**src/hw/rtl/cbfm_pkg.sv**
```systemverilog
// Package with the frame manager's constants, codes and entry type.
`timescale 1ns / 1ps
package cbfm_pkg;
    localparam int NUM_FRAMES = 16;
    localparam int PIN_BITS = 16;
    localparam int IDX_W = (NUM_FRAMES > 1) ? $clog2(NUM_FRAMES) : 1;
    localparam int CNT_W = $clog2(2 * NUM_FRAMES + 1);
    localparam logic [PIN_BITS-1:0] PIN_MAX = {PIN_BITS{1'b1}};

    localparam logic [2:0] MODE_READ    = 3'd0;
    localparam logic [2:0] MODE_UNPIN   = 3'd1;
    localparam logic [2:0] MODE_NEW     = 3'd2;
    localparam logic [2:0] MODE_DISPOSE = 3'd3;
    localparam logic [2:0] MODE_FLUSH   = 3'd4;

    localparam logic [1:0] ST_OK        = 2'd0;
    localparam logic [1:0] ST_NO_FRAME  = 2'd1;
    localparam logic [1:0] ST_NOT_PIN   = 2'd2;
    localparam logic [1:0] ST_PIN_FLUSH = 2'd3;

    // One frame's bookkeeping, held as one memory word.
    typedef struct packed {
        logic                valid;
        logic [15:0]         file;
        logic [31:0]         page;
        logic [PIN_BITS-1:0] pins;
        logic                refb;
        logic                dirty;
    } entry_t;
endpackage

```
**src/hw/rtl/clock_buffer_frame_manager.sv**
```systemverilog
// Top level of the buffer-pool frame manager with clock second-chance replacement.
// The frame table is read one frame at a time: each frame is read, then compared.
// A hit ends the scan at its frame; a read or new miss scans all frames, then
// sweeps up to 2 * NUM_FRAMES + 1 frames past the clock hand. Flush reads each frame in turn,
// stopping at a pinned frame of the file, and waits on each result transfer; one request is
// in work at a time, the next taken in the cycle after the last result. Reset is synchronous
// active low, then a clearing pass zeroes the table before input is taken.
`timescale 1ns / 1ps
module clock_buffer_frame_manager (
    input  logic        aclk,
    input  logic        aresetn,
    input  logic        s_valid,
    output logic        s_ready,
    input  logic [2:0]  s_mode,
    input  logic [15:0] s_file_id,
    input  logic [31:0] s_page_no,
    input  logic        s_dirty_mark,
    output logic        m_valid,
    input  logic        m_ready,
    output logic [3:0]  m_frame,
    output logic        m_hit,
    output logic [1:0]  m_status,
    output logic        m_write_back,
    output logic [15:0] m_wb_file_id,
    output logic [31:0] m_wb_page_no,
    output logic        m_fetch,
    output logic        m_last
);
    localparam int IW = cbfm_pkg::IDX_W;
    localparam int CW = cbfm_pkg::CNT_W;
    localparam int NF = cbfm_pkg::NUM_FRAMES;
    localparam int PW = cbfm_pkg::PIN_BITS;

    typedef enum logic [3:0] {
        S_CLEAR, S_IDLE, S_FIND_RD, S_FIND_CHK, S_ACT_RD, S_ACT,
        S_SW_RD, S_SW_CHK, S_FL_RD, S_FL_CHK, S_OUT
    } state_t;

    state_t state_reg;
    cbfm_pkg::entry_t mem [NF];
    cbfm_pkg::entry_t rd_reg;
    logic [IW-1:0] addr_reg, hand_reg;
    logic [CW-1:0] cnt_reg;
    logic [2:0]  mode_reg;
    logic [15:0] file_reg;
    logic [31:0] page_reg;
    logic        dm_reg;
    logic        found_reg;
    logic        flush_end_reg;

    localparam logic [IW-1:0] LAST_IDX = IW'(NF - 1);

    function automatic logic [IW-1:0] inc(input logic [IW-1:0] a);
        return (a == LAST_IDX) ? '0 : a + 1'b1;
    endfunction

    // Memory write port, driven by the sequencer.
    logic             we_reg;
    logic [IW-1:0]    wa_reg;
    cbfm_pkg::entry_t wd_reg;

    always_ff @(posedge aclk) begin
        if (we_reg) mem[wa_reg] <= wd_reg;
        rd_reg <= mem[addr_reg];
    end

    logic tag_eq;
    assign tag_eq = rd_reg.valid && rd_reg.file == file_reg && rd_reg.page == page_reg;

    assign s_ready = (state_reg == S_IDLE);

    // Sequencer: clears, scans, sweeps and emits results.
    always_ff @(posedge aclk) begin
        we_reg <= 1'b0;
        if (!aresetn) begin
            state_reg <= S_CLEAR;
            addr_reg  <= '0;
            hand_reg  <= LAST_IDX;
            m_valid   <= 1'b0;
            we_reg    <= 1'b1;
            wa_reg    <= '0;
            wd_reg    <= '0;
        end else begin
            unique case (state_reg)
                S_CLEAR: begin
                    we_reg <= 1'b1;
                    wd_reg <= '0;
                    wa_reg <= inc(wa_reg);
                    if (wa_reg == LAST_IDX) begin
                        we_reg <= 1'b0;
                        state_reg <= S_IDLE;
                    end
                end
                S_IDLE: begin
                    if (s_valid) begin
                        mode_reg  <= s_mode;
                        file_reg  <= s_file_id;
                        page_reg  <= s_page_no;
                        dm_reg    <= s_dirty_mark;
                        addr_reg  <= '0;
                        found_reg <= 1'b0;
                        if (s_mode == cbfm_pkg::MODE_FLUSH) state_reg <= S_FL_RD;
                        else if (s_mode > cbfm_pkg::MODE_FLUSH) state_reg <= S_IDLE;
                        else state_reg <= S_FIND_RD;
                    end
                end
                S_FIND_RD: state_reg <= S_FIND_CHK;
                S_FIND_CHK: begin
                    if (tag_eq) begin
                        found_reg <= 1'b1;
                        state_reg <= S_ACT;
                    end else if (addr_reg == LAST_IDX) begin
                        state_reg <= S_ACT;
                    end else begin
                        addr_reg  <= inc(addr_reg);
                        state_reg <= S_FIND_RD;
                    end
                end
                S_ACT: begin
                    m_frame <= 4'(addr_reg); m_hit <= 1'b1; m_status <= cbfm_pkg::ST_OK;
                    m_write_back <= 1'b0; m_wb_file_id <= '0; m_wb_page_no <= '0;
                    m_fetch <= 1'b0; m_last <= 1'b1;
                    wa_reg <= addr_reg; wd_reg <= rd_reg;
                    state_reg <= S_OUT;
                    if (!found_reg) begin
                        if (mode_reg == cbfm_pkg::MODE_READ || mode_reg == cbfm_pkg::MODE_NEW) begin
                            addr_reg  <= inc(hand_reg);
                            hand_reg  <= inc(hand_reg);
                            cnt_reg   <= CW'(2 * NF);
                            state_reg <= S_SW_RD;
                        end else begin
                            m_frame <= '0; m_hit <= 1'b0;
                        end
                    end else begin
                        unique case (mode_reg)
                            cbfm_pkg::MODE_READ, cbfm_pkg::MODE_NEW: begin
                                we_reg <= 1'b1;
                                wd_reg.refb <= 1'b1;
                                if (rd_reg.pins != cbfm_pkg::PIN_MAX)
                                    wd_reg.pins <= rd_reg.pins + 1'b1;
                            end
                            cbfm_pkg::MODE_UNPIN: begin
                                if (rd_reg.pins == '0) m_status <= cbfm_pkg::ST_NOT_PIN;
                                else begin
                                    we_reg <= 1'b1;
                                    wd_reg.pins  <= rd_reg.pins - 1'b1;
                                    wd_reg.dirty <= rd_reg.dirty | dm_reg;
                                end
                            end
                            default: begin
                                we_reg <= 1'b1; wd_reg <= '0;
                            end
                        endcase
                    end
                end
                S_SW_RD: state_reg <= S_SW_CHK;
                S_SW_CHK: begin
                    wa_reg <= addr_reg;
                    m_frame <= 4'(addr_reg); m_hit <= 1'b0; m_status <= cbfm_pkg::ST_OK;
                    m_write_back <= 1'b0; m_wb_file_id <= '0; m_wb_page_no <= '0;
                    m_fetch <= (mode_reg == cbfm_pkg::MODE_READ); m_last <= 1'b1;
                    wd_reg.valid <= 1'b1; wd_reg.file <= file_reg; wd_reg.page <= page_reg;
                    wd_reg.pins <= PW'(1); wd_reg.refb <= 1'b1; wd_reg.dirty <= 1'b0;
                    if (cnt_reg == '0) begin
                        m_frame <= '0; m_status <= cbfm_pkg::ST_NO_FRAME; m_fetch <= 1'b0;
                        state_reg <= S_OUT;
                    end else if (!rd_reg.valid) begin
                        we_reg <= 1'b1; state_reg <= S_OUT;
                    end else if (rd_reg.refb || rd_reg.pins != '0) begin
                        if (rd_reg.refb) begin
                            we_reg <= 1'b1; wd_reg <= rd_reg; wd_reg.refb <= 1'b0;
                        end
                        cnt_reg   <= cnt_reg - 1'b1;
                        addr_reg  <= inc(addr_reg);
                        hand_reg  <= inc(addr_reg);
                        state_reg <= S_SW_RD;
                    end else begin
                        we_reg <= 1'b1;
                        if (rd_reg.dirty) begin
                            m_write_back <= 1'b1;
                            m_wb_file_id <= rd_reg.file;
                            m_wb_page_no <= rd_reg.page;
                        end
                        state_reg <= S_OUT;
                    end
                end
                S_FL_RD: state_reg <= S_FL_CHK;
                S_FL_CHK: begin
                    m_frame <= 4'(addr_reg); m_hit <= 1'b1; m_status <= cbfm_pkg::ST_OK;
                    m_write_back <= 1'b0; m_wb_file_id <= '0; m_wb_page_no <= '0;
                    m_fetch <= 1'b0; m_last <= 1'b0;
                    wa_reg <= addr_reg; wd_reg <= '0;
                    flush_end_reg <= (addr_reg == LAST_IDX);
                    addr_reg <= inc(addr_reg);
                    state_reg <= (addr_reg == LAST_IDX) ? S_OUT : S_FL_RD;
                    if (rd_reg.valid && rd_reg.file == file_reg) begin
                        if (rd_reg.pins != '0) begin
                            m_status <= cbfm_pkg::ST_PIN_FLUSH; m_last <= 1'b1;
                            m_valid <= 1'b1; flush_end_reg <= 1'b0;
                            state_reg <= S_OUT;
                        end else begin
                            we_reg <= 1'b1;
                            if (rd_reg.dirty) begin
                                m_write_back <= 1'b1;
                                m_wb_file_id <= rd_reg.file;
                                m_wb_page_no <= rd_reg.page;
                                m_valid <= 1'b1;
                                state_reg <= S_OUT;
                            end
                        end
                    end
                    if (addr_reg == LAST_IDX && !(rd_reg.valid && rd_reg.file == file_reg
                        && (rd_reg.pins != '0 || rd_reg.dirty))) begin
                        m_frame <= '0; m_hit <= 1'b0; m_last <= 1'b1; m_valid <= 1'b1;
                        flush_end_reg <= 1'b0;
                    end
                end
                S_OUT: begin
                    if (mode_reg != cbfm_pkg::MODE_FLUSH && !m_valid) begin
                        m_valid <= 1'b1;
                    end else if (m_valid && m_ready) begin
                        m_valid <= 1'b0;
                        if (m_last) state_reg <= S_IDLE;
                        else if (flush_end_reg) begin
                            m_frame <= '0; m_hit <= 1'b0; m_write_back <= 1'b0;
                            m_wb_file_id <= '0; m_wb_page_no <= '0; m_last <= 1'b1;
                            m_valid <= 1'b1; flush_end_reg <= 1'b0;
                        end else state_reg <= S_FL_RD;
                    end
                end
                default: state_reg <= S_IDLE;
            endcase
        end
    end

`ifndef ASSERT_OFF
    a_no_accept_busy: assert property (@(posedge aclk) disable iff (!aresetn)
        m_valid |-> !s_ready) else $error("input taken while a result waits");
    a_out_hold: assert property (@(posedge aclk) disable iff (!aresetn)
        (m_valid && !m_ready) |=> m_valid && $stable(m_frame) && $stable(m_last))
        else $error("result changed while stalled");
    a_wb_tag: assert property (@(posedge aclk) disable iff (!aresetn)
        (m_valid && !m_write_back) |-> (m_wb_file_id == '0 && m_wb_page_no == '0))
        else $error("write-back tag without write-back");
`endif
endmodule
```
**config.mk**
```make
export PLATFORM = sky130hd
export DESIGN_NAME = clock_buffer_frame_manager
export DESIGN_NICKNAME = d
export VERILOG_FILES = /design/src/hw/rtl/cbfm_pkg.sv /design/src/hw/rtl/clock_buffer_frame_manager.sv
export SDC_FILE = /design/constraint.sdc
export NUM_CORES = 1
export LEC_CHECK = 0
export BUFFER_PORTS_ARGS = -buffer_cell sky130_fd_sc_hd__clkbuf_2
export CORE_ASPECT_RATIO = 0.75
export CORE_MARGIN = 2
export CORE_UTILIZATION = 52
export CTS_BUF_LIST = sky130_fd_sc_hd__clkbuf_4 sky130_fd_sc_hd__clkbuf_8 sky130_fd_sc_hd__clkbuf_16
export CTS_CLUSTER_SIZE = 25
export DETAILED_ROUTE_END_ITERATION = 8
export MAX_ROUTING_LAYER = met4
export PLACE_DENSITY = 0.68
export SETUP_SLACK_MARGIN = 0.05
export SLEW_MARGIN = 40
export SYNTH_ARGS = -nofsm -noshare
export SYNTH_HDL_FRONTEND = slang
export SYNTH_SLANG_ARGS = --single-unit
```
**constraint.sdc**
```tcl
create_clock -name aclk -period 7.4 [get_ports aclk]
set_input_delay 0.74 -clock aclk [delete_from_list [all_inputs] [get_ports aclk]]
set_output_delay 0.74 -clock aclk [all_outputs]
set_load 0.05 [all_outputs]
```
### Word level (Yosys, flattened, before mapping)

Memories as Yosys holds them, arrays and structs flattened. A register that Yosys moved wholly into a read port is not among the register bits.
Cells that the tools add are included.

* memories kept: 1
* latch bits: 0
* ROM bits: 0
* output and inout port bits: 60
* flip-flop bits (word level): 203
* logic and storage cells: 264
* RAM bits: 1072

* equal/unequal tests: 37
* mux-type cells: 147
* reductions and logical operators: 44
* bitwise gates (word level): 1
* $mul: 0
* div/mod/pow operators: 0
* add/sub/neg operators: 6
* shifts and indexed selects: 0
* order comparisons: 1

Memories
* mem: depth 16, bits a word 67, rd ports 1, clocked after Yosys merged registers in 1, write ports 1, RTL line clock_buffer_frame_manager.sv:40 `cbfm_pkg::entry_t mem [NF];`

Operator list (count)
* $mux W32: 10
* $mux W66: 4
* $pmux W67 S3: 1
* $mux W16: 12
* $pmux W32 S4: 1
* $mux W4: 31
* $mux W67: 1
* $pmux W16 S4: 1
* $mux W1: 50
* $mux W49: 1
* $pmux W4 S10: 1
* $eq A32 B32 Y1: 1
* $pmux W16 S2: 1
* $mux W6: 5
* $ne A2 B2 Y1 const B: 14
* $eq A4 B4 Y1 const B: 6
* $mux W2: 10
* $pmux W4 S5: 1
* $add A16 B1 Y16 const B: 1
* $eq A16 B16 Y1: 1
* $logic_not A16 Y1: 1
* $ne A16 B16 Y1 const B: 1
* $pmux W4 S2: 2
* $pmux W4 S4: 1
* 39 further kinds: 78

### Longest topological paths before layout

* depth after elaboration: 7
* mapped depth: 10
* gate-level depth less buffers: 8

### Worst setup path before layout

No wires, ideal clock.

* kind: reg2reg
* start: register wa_reg[0]
* end: memory mem[3][0] (netlist bit) (enable)
* stages on the path, launching flop included: 4
* slack: 1.567 ns
* data required time: 6.826 ns
* path buffers: 0
* arrival time: 5.258 ns
* library setup time: 0.574 ns
* clock period less this slack: 5.833 ns
* path through: dfxtp_1 ha_1 nand2_1 nor3_1

RTL lines
* from (decl): RTL line clock_buffer_frame_manager.sv:59 `logic [IW-1:0] wa_reg;`
* from (signal assigned): RTL line clock_buffer_frame_manager.sv:88 `wa_reg <= inc(wa_reg);`
* from (signal assigned): RTL line clock_buffer_frame_manager.sv:123 `wa_reg <= addr_reg; wd_reg <= rd_reg;`
* from (signal assigned): RTL line clock_buffer_frame_manager.sv:158 `wa_reg <= addr_reg;`
* to (decl): RTL line clock_buffer_frame_manager.sv:40

No word-level cell before the write port.

### Worst setup path after layout

* start: register state_reg[0]
* end: register wd_reg[37] (netlist bit)

* longest elaborated chain between the ends: 3
* elaborated cells between the ends (all ways): 7
* those cells by class: 3 x eq/ne; 1 x mux; 3 x reduce/logical

Ends and longest elaborated chain
* from (decl): RTL line clock_buffer_frame_manager.sv:39 `state_t state_reg;`
* from (signal assigned): RTL line clock_buffer_frame_manager.sv:195 `state_reg <= (addr_reg == LAST_IDX) ? S_OUT : S_FL_RD;`
* $eq A4 B4 Y1 / $logic_not A4 Y1 (equally long branches): RTL line clock_buffer_frame_manager.sv:84 `unique case (state_reg)`
* $reduce_or A2 Y1 (no source line)
* $pmux W67 S3 / $reduce_bool A3 Y1 (equally long branches)
* to (signal assigned): RTL line clock_buffer_frame_manager.sv:123
* to (decl): RTL line clock_buffer_frame_manager.sv:60 `cbfm_pkg::entry_t wd_reg;`

Parallel ways exist; a longest one is shown, timed or not.
A chain may end at the register's enable or synchronous reset.

==> results.tsv <==
stage	metric	value	unit
synthesis	synth_area_leaders	edfxtp_1 (69%), mux4_2 (15%), dfxtp_1 (5.9%), nor2_1 (0.86%), xnor2_1 (0.74%)	
synthesis	syn-num-nets	2666	
route	drc	0	
route	vias_per_cell	6.315	
timing	setup_viol	0	
synthesis	synth_compound_gate_area_share	0.03367	
route	routed_wl	124900	um
global_routing	grt_start_max_net_pins	95	
worst_hold_path	hold_class	in -> reg	
clock_network	post_cts_buffers	0	
worst_setup_path	critPathMaxStageDelay	0.77	ns
synthesis	synthTopCellsByCount	edfxtp_1 (1190), mux4_2 (335), dfxtp_1 (152), nor2_1 (119), clkbuf_1 (92)	
synthesis	syn_area	0.05180	mm^2
synthesis	synth_enable_flop_cells	1190	
worst_setup_path	critPathKind	reg -> reg	
synthesis	yosysTopAreaCell	edfxtp_1	
clock_network	cts_buffers	120	
timing	period_share	0.5214	
floorplan	start_util	0.5234	
synthesis	synth_top_area_frac	0.6898	
power	irDropWorstVdd	0.2237	mV
cells_and_area	synthToLayoutAreaGrowth	12.91	%
route	detailroute.via_count	26409	
synthesis	synth_top_family_by_area	multiplexers	
worst_setup_path	path_max_fanout	31	
global_routing	grt_pass1_wl	181800	um
clock_network	post_cts_resized	0	
route	drt_iter0_drc	3681	
synthesis	syn_avg_cell_area	19.92	um^2
placement	routabilityCongestion	0.9653	
synthesis	synth_seq_area_share	0.7486	
synthesis	yosys.area_share.adder	0.002415	
worst_setup_path	start_kind	flop	
timing	setup_tns	0	ns
floorplan	die_w	368.5	um
clock_network	clkTransAtPathRegs	0.06	ns
clock_network	clock_path_buffers	3	
worst_setup_path	worst_path_most_repeated_cell	buf_4	
synthesis	synth_mux_area_frac	0.1464	
synthesis	ys_ff_latch	1342	
worst_hold_path	hold_start	s_file_id[9]	
synthesis	yosys.area_share.simple	0.04495	
synthesis	synth_xor_area_frac	0.009976	
worst_setup_path	path_buf_inv	2	
power	p_leak	0.01872	uW
placement	placed_area	0.05428	mm^2
floorplan	die_area	0.1022	mm^2
clock_network	holdBufCountCts	0	
route	ant_nets	0	
worst_setup_path	crit_required	8.05	ns
synthesis	synth.most_common_cell	edfxtp_1	
worst_setup_path	reg2reg_from	state_reg[0]	
cells_and_area	largest_register_ffs	1072	
clock_network	htreeDepth	3	
floorplan	num_io_pins	116	
floorplan	coreArea	0.09897	mm^2
floorplan	num_rows	100	
clock_network	clock_sinks	1342	
clock_network	clk_latency	0.75	ns
global_routing	grt-ovfl-total	0	
worst_setup_path	cp_slowest_cell	nand4b_1	
worst_setup_path	crit_family	simple AND/OR/NAND/NOR gates	
timing	finalMaxSlewViolations	0	
clock_network	root_buffer	clkbuf_16	
route	firstDrtPassIters	6	
synthesis	synthCells	2600	
floorplan	die_y	277.3	um
worst_setup_path	crit_path_start	state_reg[0]	
global_routing	antenna_found_initial	4	
clock_network	cts_tree	yes	
placement	hpwl	69160	um
run	cap_violations	0	
cells_and_area	finalNetCount	2813	
worst_setup_path	end_kind	flop	
power	powerDensity	260.2	mW/mm^2
timing	worst_pin_slew	0.8512	ns
timing	period_minus_slack	3.858	ns
worst_setup_path	path_cells	nand4b_1 -> a211oi_2 -> buf_4 -> or2_2 -> buf_4 -> a221oi_1 -> nor3_1	
cells_and_area	fillers	6937	
cells_and_area	stdcell_area	0.05849	mm^2
placement	port_buffers	115	
synthesis	ys_types	83	
outcome	outcome	finished, final reports clean	
timing	skew	0.06659	ns
timing	relSlewSlack	0.4245	
worst_setup_path	worstPathArrival	4.51	ns
timing	fmax	259.2	MHz
global_routing	grt_pass1_vias	26384	
timing	finalHoldViolations	0	
synthesis	async_flop_share	0	
synthesis	yosysWarnings	0	
cells_and_area	drive_above_1_share	0.2767	
timing	rsz0062_at_grt	false	
synthesis	synth_top_flop_cell	edfxtp_1	
power	power.total	15220	uW
global_routing	grt_usage	0.2542	
route	wl_per_cell	29.86	um
[report_power, final]
| part | internal [uW] | leakage (uW) | total (uW) | switching, uW |
|---|---|---|---|---|
| sequential | 8330 | 0.0124 | 8430 | 107 |
| clock | 3640 | 0.00205 | 6370 | 2740 |
| combinational | 157 | 0.00430 | 409 | 252 |
[cells in the final DEF (no fill, tap or decap), types with 18 or more instances in the layout]
| master | count |
|---|---|
| edfxtp_1 | 1190 |
| mux4_2 | 335 |
| dfxtp_1 | 147 |
| clkbuf_16 | 120 |
| clkbuf_2 | 115 |
| nor2_1 | 106 |
| nor3_1 | 67 |
| and2_1 | 58 |
| nand2_1 | 52 |
| a21oi_1 | 48 |
| xnor2_1 | 44 |
| a221oi_1 | 40 |
| buf_4 | 40 |
| clkbuf_4 | 34 |
| nand3_1 | 31 |
| o21ai_0 | 30 |
| clkinv_1 | 20 |
| clkbuf_8 | 19 |
| inv_1 | 18 |
| nand4_1 | 18 |
[routing by layer]
metal,vias up,global-route usage,wire length (um)
li1,11032,-,-
met1,13905,0.3678,52490
met2,1269,0.3704,57810
met3,203,0.05605,11580
met4,0,0.06740,2970
met5,-,-,0
[final timing paths]
kind                                     to  slack [ns]  cells past startpoint
worst max-delay path             wd_reg[37]        3.54                      7
worst min-delay path            file_reg[9]        0.17                      1
worst max register to register   wd_reg[37]        3.54                      7
worst min register to register  hand_reg[3]        0.55                      2
[cell families (layout without fill, tap and decap cells)]
| family | after synthesis | in the layout |
|---|---|---|
| simple gates | 439 | 439 |
| xor+xnor | 59 | 59 |
| mux | 339 | 339 |
| flops | 1342 | 1342 |
| compound gates | 236 | 236 |
| fa+ha+maj | 10 | 10 |
| buf+inv | 175 | 430 |
| other cells | 0 | 1 |
[area by class of cell]
class / instances / area (um^2) / area share
tap: 1326 / 1659 / 0.02837
inverter: 19 / 71.32 / 0.001219
antenna: 1 / 2.502 / 0.00004279
sequential: 1342 / 38790 / 0.6633
multi-input combinational: 1083 / 12500 / 0.2137
timing repair buffer: 181 / 1334 / 0.02281
clock buffer: 173 / 3520 / 0.06018
clock inverter: 57 / 610.6 / 0.01044
[per-stage QoR]
stage | utilization | hold WS (ns) | instances | worst slack (ns)
after detailed placement | 0.5484 | 0.5272 | 3949 | 3.515
after global routing | 0.5909 | 0.1335 | 4182 | 3.328
after floorplan | - | 0.4902 | 2600 | 1.567
final | 0.5909 | 0.1666 | 4182 | 3.542
after CTS | 0.5901 | 0.1139 | 4179 | 3.566
after global placement | 0.5455 | 0.5067 | 3936 | 3.736
Note: power is estimated with default switching activity, not from simulation.
